[config.mk]
export PLATFORM = sky130hd
export DESIGN_NAME = circular_fifo_queue_top
export DESIGN_NICKNAME = d
export VERILOG_FILES = /design/src/hw/rtl/cfq_pkg.sv /design/src/hw/rtl/cfq_ram.sv /design/src/hw/rtl/cfq_ctrl.sv /design/src/hw/rtl/cfq_datapath.sv /design/src/hw/rtl/circular_fifo_queue_top.sv
export SDC_FILE = /design/constraint.sdc
export NUM_CORES = 1
export LEC_CHECK = 0
export ABC_CLOCK_PERIOD_IN_PS = 4600
export BUFFER_PORTS_ARGS = -buffer_cell sky130_fd_sc_hd__clkbuf_2
export CAP_MARGIN = 20
export CORE_MARGIN = 10
export CORE_UTILIZATION = 40
export DETAILED_ROUTE_END_ITERATION = 12
export GPL_ROUTABILITY_DRIVEN = 1
export PLACE_DENSITY = 0.57
export SETUP_SLACK_MARGIN = 0.3
export SYNTH_ARGS = -nofsm -noshare
export SYNTH_HDL_FRONTEND = slang
export SYNTH_SLANG_ARGS = --single-unit
[constraint.sdc]
create_clock -name clk -period 4.6 [get_ports clk]
set_input_delay 0.92 -clock clk [delete_from_list [all_inputs] [get_ports clk]]
set_output_delay 0.92 -clock clk [all_outputs]
set_load 0.01 [all_outputs]
[src/hw/rtl/cfq_pkg.sv]
// cfq_pkg: shared types and constants for the circular fifo queue
// used by the controller, datapath, top level and checker; no dependencies
package cfq_pkg;

  localparam int WORD_W = 32;
  localparam int REQ_W  = 2;
  localparam int STAT_W = 2;
  localparam int OCC_W  = 4;

  typedef enum logic [REQ_W-1:0] {
    REQ_ENQ   = 2'd0,
    REQ_DEQ   = 2'd1,
    REQ_PEEK  = 2'd2,
    REQ_CLEAR = 2'd3
  } req_t;

  typedef enum logic [STAT_W-1:0] {
    ST_OK    = 2'd0,
    ST_FULL  = 2'd1,
    ST_EMPTY = 2'd2
  } status_t;

  typedef enum logic [1:0] {
    S_IDLE,
    S_READ,
    S_RESP
  } state_t;

  // controller -> datapath
  typedef struct packed {
    logic accept;
    logic load_pop;
  } ctrl_cmd_t;

  // datapath -> controller
  typedef struct packed {
    logic empty;
    logic full;
  } dp_stat_t;

endpackage

[src/hw/rtl/cfq_ram.sv]
// cfq_ram: generic single-write, single-read ram with registered read data
// no package dependencies
module cfq_ram #(
  parameter int WIDTH = 32,
  parameter int DEPTH = 16
) (
  input  logic                     clk,
  input  logic                     we,
  input  logic [$clog2(DEPTH)-1:0] waddr,
  input  logic [WIDTH-1:0]         wdata,
  input  logic [$clog2(DEPTH)-1:0] raddr,
  output logic [WIDTH-1:0]         rdata
);

  logic [WIDTH-1:0] mem [DEPTH];
  logic [WIDTH-1:0] rdata_r;

  always_ff @(posedge clk) begin
    if (we) begin
      mem[waddr] <= wdata;
    end
    rdata_r <= mem[raddr];
  end

  assign rdata = rdata_r;

endmodule

[src/hw/rtl/cfq_ctrl.sv]
// cfq_ctrl: request sequencer for the circular fifo queue
// depends on cfq_pkg; drives commands to cfq_datapath
module cfq_ctrl (
  input  logic               clk,
  input  logic               rst_n,
  input  logic               in_valid,
  input  cfq_pkg::req_t      req_type,
  output logic               in_stall,
  output logic               out_valid,
  input  logic               out_stall,
  input  cfq_pkg::dp_stat_t  dp_stat,
  output cfq_pkg::ctrl_cmd_t cmd
);
  import cfq_pkg::*;

  state_t state_r, state_nxt;

  always_ff @(posedge clk) begin
    if (!rst_n) begin
      state_r <= S_IDLE;
    end else begin
      state_r <= state_nxt;
    end
  end

  always_comb begin
    state_nxt    = state_r;
    cmd.accept   = 1'b0;
    cmd.load_pop = 1'b0;
    in_stall     = 1'b1;
    out_valid    = 1'b0;
    unique case (state_r)
      S_IDLE: begin
        in_stall = 1'b0;
        if (in_valid) begin
          cmd.accept = 1'b1;
          // a successful dequeue or peek goes through S_READ to wait for the ram
          if ((req_type == REQ_DEQ || req_type == REQ_PEEK) && !dp_stat.empty) begin
            state_nxt = S_READ;
          end else begin
            state_nxt = S_RESP;
          end
        end
      end
      S_READ: begin
        cmd.load_pop = 1'b1;
        state_nxt    = S_RESP;
      end
      S_RESP: begin
        out_valid = 1'b1;
        if (!out_stall) begin
          state_nxt = S_IDLE;
        end
      end
      default: begin
        state_nxt = S_IDLE;
      end
    endcase
  end

endmodule

[src/hw/rtl/cfq_datapath.sv]
// cfq_datapath: head/tail pointers, slot memory and result registers
// depends on cfq_pkg and cfq_ram; commanded by cfq_ctrl
module cfq_datapath #(
  parameter int DEPTH = 16
) (
  input  logic                              clk,
  input  logic                              rst_n,
  input  cfq_pkg::ctrl_cmd_t                cmd,
  output cfq_pkg::dp_stat_t                 dp_stat,
  input  cfq_pkg::req_t                     req_type,
  input  logic signed [cfq_pkg::WORD_W-1:0] push_value,
  output cfq_pkg::status_t                  status,
  output logic signed [cfq_pkg::WORD_W-1:0] pop_value,
  output logic [cfq_pkg::OCC_W-1:0]         occupancy,
  output logic                              is_empty
);
  import cfq_pkg::*;

  localparam int PW = $clog2(DEPTH);
  localparam int FW = (PW + 1 > OCC_W) ? PW + 1 : OCC_W;
  localparam logic [PW-1:0] LAST = PW'(DEPTH - 1);

  logic [PW-1:0]     head_r, head_nxt;
  logic [PW-1:0]     tail_r, tail_nxt;
  status_t           status_r, status_nxt;
  logic [WORD_W-1:0] pop_r;
  logic [WORD_W-1:0] rd_data;
  logic [PW-1:0]     tail_inc, head_inc;
  logic              wr_en;
  logic [FW-1:0]     fill;

  assign tail_inc = (tail_r == LAST) ? '0 : tail_r + PW'(1);
  assign head_inc = (head_r == LAST) ? '0 : head_r + PW'(1);

  assign dp_stat.empty = (head_r == tail_r);
  assign dp_stat.full  = (tail_inc == head_r);

  always_comb begin
    head_nxt   = head_r;
    tail_nxt   = tail_r;
    status_nxt = ST_OK;
    wr_en      = 1'b0;
    unique case (req_type) inside
      REQ_ENQ: begin
        if (dp_stat.full) begin
          status_nxt = ST_FULL;
        end else begin
          wr_en    = 1'b1;
          tail_nxt = tail_inc;
        end
      end
      REQ_DEQ, REQ_PEEK: begin
        if (dp_stat.empty) begin
          status_nxt = ST_EMPTY;
        end else if (req_type == REQ_DEQ) begin
          head_nxt = head_inc;
        end
      end
      default: begin
        head_nxt = '0;
        tail_nxt = '0;
      end
    endcase
  end

  always_ff @(posedge clk) begin
    if (!rst_n) begin
      head_r <= '0;
      tail_r <= '0;
    end else if (cmd.accept) begin
      head_r <= head_nxt;
      tail_r <= tail_nxt;
    end
  end

  always_ff @(posedge clk) begin
    if (cmd.accept) begin
      status_r <= status_nxt;
      pop_r    <= '0;
    end else if (cmd.load_pop) begin
      pop_r <= rd_data;
    end
  end

  // read port always follows the head, so the word is ready in the cycle after accept
  cfq_ram #(
    .WIDTH(WORD_W),
    .DEPTH(DEPTH)
  ) u_ram (
    .clk  (clk),
    .we   (cmd.accept && wr_en),
    .waddr(tail_r),
    .wdata(push_value),
    .raddr(head_r),
    .rdata(rd_data)
  );

  assign fill = (tail_r >= head_r) ? FW'(tail_r) - FW'(head_r)
                                   : FW'(tail_r) + FW'(DEPTH) - FW'(head_r);

  assign status    = status_r;
  assign pop_value = pop_r;
  assign occupancy = fill[OCC_W-1:0];
  assign is_empty  = dp_stat.empty;

endmodule

[src/hw/rtl/circular_fifo_queue_top.sv]
// Circular FIFO of signed 32-bit words holding up to DEPTH-1 entries, one
// slot always left free. Each transaction is an enqueue, dequeue, peek or
// clear and yields exactly one result with status, popped word (zero unless
// a dequeue or peek succeeds), occupancy and empty flag. Only one transaction
// is in flight. An enqueue, a clear or any failed request offers its result
// in the cycle after accept. A successful dequeue or peek first passes
// through a read state, because the slot memory has a registered read port.
// The next transaction is taken in the cycle after the result leaves.
// Depends on cfq_pkg, cfq_ctrl, cfq_datapath and cfq_ram.
module circular_fifo_queue_top #(
  parameter int DEPTH = 16
) (
  input  logic                              clk,
  input  logic                              rst_n,
  input  logic                              in_valid,
  output logic                              in_stall,
  input  logic [cfq_pkg::REQ_W-1:0]         in_req_type,
  input  logic signed [cfq_pkg::WORD_W-1:0] in_push_value,
  output logic                              out_valid,
  input  logic                              out_stall,
  output logic [cfq_pkg::STAT_W-1:0]        out_status,
  output logic signed [cfq_pkg::WORD_W-1:0] out_pop_value,
  output logic [cfq_pkg::OCC_W-1:0]         out_occupancy,
  output logic                              out_is_empty
);
  import cfq_pkg::*;

  ctrl_cmd_t cmd;
  dp_stat_t  dp_stat;
  req_t      req_type;
  status_t   status;

  assign req_type   = req_t'(in_req_type);
  assign out_status = status;

  cfq_ctrl u_ctrl (
    .clk      (clk),
    .rst_n    (rst_n),
    .in_valid (in_valid),
    .req_type (req_type),
    .in_stall (in_stall),
    .out_valid(out_valid),
    .out_stall(out_stall),
    .dp_stat  (dp_stat),
    .cmd      (cmd)
  );

  cfq_datapath #(
    .DEPTH(DEPTH)
  ) u_dp (
    .clk       (clk),
    .rst_n     (rst_n),
    .cmd       (cmd),
    .dp_stat   (dp_stat),
    .req_type  (req_type),
    .push_value(in_push_value),
    .status    (status),
    .pop_value (out_pop_value),
    .occupancy (out_occupancy),
    .is_empty  (out_is_empty)
  );

endmodule

==> results.toml <==
[cts]
cts_sinks = 588
cts_setup_buffers = 0
clk_latency_ns = 0.62
cts_resized = 0
htree_levels = 2
clk_pin_slew_ns = 0.06
hold_buffers = 0
cts_tree = "done"
root_buffer = "clkbuf_16"
numCtsBuffers = 58
clk_path_buf_depth = 3

[die]
core_sq_mm = 0.0539
dieWidth_microns = 254
row_count = 85
initial_core_util_pct = 40.5
dieHeight_microns = 254
ioPinCount = 79
die-area_sq_mm = 0.0643

[power]
leakage_nw = 8.03
powerDensity_mw_per_mm2 = 440
peakVddDrop_v = 0.000290
finalPower_mw = 11.1

[timing]
period_minus_slack_ns = 3.45
finalCritPeriodShare_pct = 75.1
timing.fmax_ghz = 0.290
worstMarginPinSlew_ns = 0.949
finalSetupViolCount = 0
slew_headroom_pct = 36.7
hold_slack_ns = 0.445
rsz0062_at_grt = "false"
tns_ns = 0
report.final.slew_viol_count = 0
final.setup.worst_slack_ns = 1.15
clock_skew_ns = 0.0157
hold_violations = 0

[place]
io_buffers = 78
placedInstanceArea_sq_mm = 0.0233
pre_cts_slack_ns = 1.13
dp_hpwl_microns = 27800
place_congestion = 0.732

[flow_run]
max_cap_viol_count = 0

[route]
routedWlPerCell_microns = 25.9
drc = 0
detail-route-antenna-nets = 0
routed_wl_microns = 46900
vias = 9845
vias_per_cell = 5.43
dr.pass1.iters = 5
drt_iter0_drc = 814

[synthesis]
syn_avg_cell_area_sq_um = 23.1
synth_area_leader_cell = "edfxtp_1"
yosysSeqAreaShare_pct = 77.5
yosysTopAreaCellShare_pct = 70.7
syn_nets = 994
syn_area_sq_mm = 0.0218
synthArstFlopShare_pct = 0
synth_seq_cells = 588
yosysWarnings = 0
synth-edff-count = 514
synth_area_leaders = "edfxtp_1 (71%), mux4_2 (17%), dfxtp_1 (6.8%), a22o_1 (1.3%), ha_1 (0.63%)"
ys.flop_type = "edfxtp_1"
yosys.cell_types.count = 43
syn_inst = 944

[critical_path]
critical_path_class = "reg2reg"
endpoint_kind = "flop"
crit_required_ns = 4.90
critical_path_arrival_ns = 3.75
crit_path_start_kind = "flop"
worstPathMaxFanout = 18

[status]
status = "finished clean"

[grt]
grt_antenna_before_repair = 1
grt_pass1_wl_microns = 70400
overflow = 0
grt_start_max_net_pins = 82
grt.total_usage_pct = 14.8
grt_pass1_vias = 10300

[layout]
fin_nets = 1116
final_area_sq_mm = 0.0253
syn_to_final_growth_pct = 15.7
drive_above_1_share_pct = 34.5
diodes = 0

[worst_hold_path]
min_path_type = "reg2reg"
==> cells in the mapped netlist (2+ instances only) <==
cell and n:
clkbuf_1 27, o211ai_1 5, o21ai_1 4, dfxtp_1 74
a22o_1 32, buf_6 9, mux2i_1 3, nand2_1 8
o22ai_1 3, xor2_1 3, ha_1 11, nand2b_1 2
a31oi_1 2, a21oi_1 4, o21ai_0 2, nor2b_1 4
nor2_1 16, nor3_1 4, xnor2_1 2, nor4_1 2
buf_2 11, mux4_2 160, edfxtp_1 514, and2_1 5
inv_1 10, nand3_1 10
==> cell families after synthesis <==
group	synth area share (%)
muxes	16.6
buffers and inverters	1.37
DFF	77.5
adders and majority gates	0.722
and+or+nand+nor	1.28
AOI/OAI and AO/OA	2.14
xor gates and xnor gates	0.384
==> path summary, 6_finish.rpt <==
path | to | cells after the start | from | slack [ns]
hold / removal | u_dp.pop_value[0] | 1 | u_dp.u_ram.rdata[0] | 0.45
setup / recovery | u_dp.u_ram.mem[11][25] | 6 | u_dp.tail_r[2] | 1.15
setup reg to reg | u_dp.u_ram.mem[11][25] | 6 | u_dp.tail_r[2] | 1.15
hold reg to reg | u_dp.pop_value[0] | 1 | u_dp.u_ram.rdata[0] | 0.45
==> power breakdown <==
part           internal (mW)  leakage, nW  switching, mW
registers               5.83         5.23         0.0210
clock network           2.97        0.988           1.98
logic                  0.133         1.80          0.187
total                   8.93         8.03           2.18
==> cell type report <==
type                    count  area, sq um
fillers                  4371        28600
repair buffers            109          648
clock inverters            41          507
inverters                  11         41.3
well taps                 696          871
multi-input cells         298         4770
flip-flops and latches    588        16900
clock buffers              69         1510
==> registers in the layout (all words and copies together) (netlist names) <==
| signal | flops |
|---|---|
| u_ctrl.state_r | 2 |
| u_dp.head_r | 4 |
| u_dp.pop_value | 32 |
| u_dp.status | 2 |
| u_dp.tail_r | 4 |
| u_dp.u_ram.mem | 512 |
| u_dp.u_ram.rdata | 32 |
==> cell usage in the layout (no fill, tap or decap), types with 4 or more instances in the layout <==
cell type,n
inv_1,9
clkinv_2,13
clkbuf_1,10
clkbuf_2,78
ha_1,11
and2_1,5
dfxtp_1,71
a21oi_1,4
bufinv_16,11
nand3_1,10
o211ai_1,5
a22o_1,32
nand2_1,8
buf_4,29
nor2_4,12
clkbuf_16,59
mux4_2,160
nor2_1,4
o21ai_1,4
clkinv_1,10
edfxtp_1,514
==> worst max-delay path: stages (launching register included) <==
cell and delay, ns:
dfxtp_1 0.77, nand2_1 0.37, o22a_1 0.30, xor2_2 0.37
o211ai_1 0.33, nor2_4 0.64, buf_4 0.34
==> per-stage QoR <==
step	cells	utilization (%)
finish	1812	46.9
global route	1812	46.9
CTS	1812	46.9
detailed placement	1702	43.1
global placement	1702	43.1
floorplan	944	-
==> per-layer routing <==
layer | share of wire, % | vias up | track usage [%]
met4 | 1.8 | 0 | 3.69
met2 | 50 | 232 | 24.2
li1 | - | 4245 | -
met5 | 0 | - | 0
met3 | 4.7 | 65 | 3.03
met1 | 44 | 5303 | 20.1
Power figures use the tool's default switching activity.
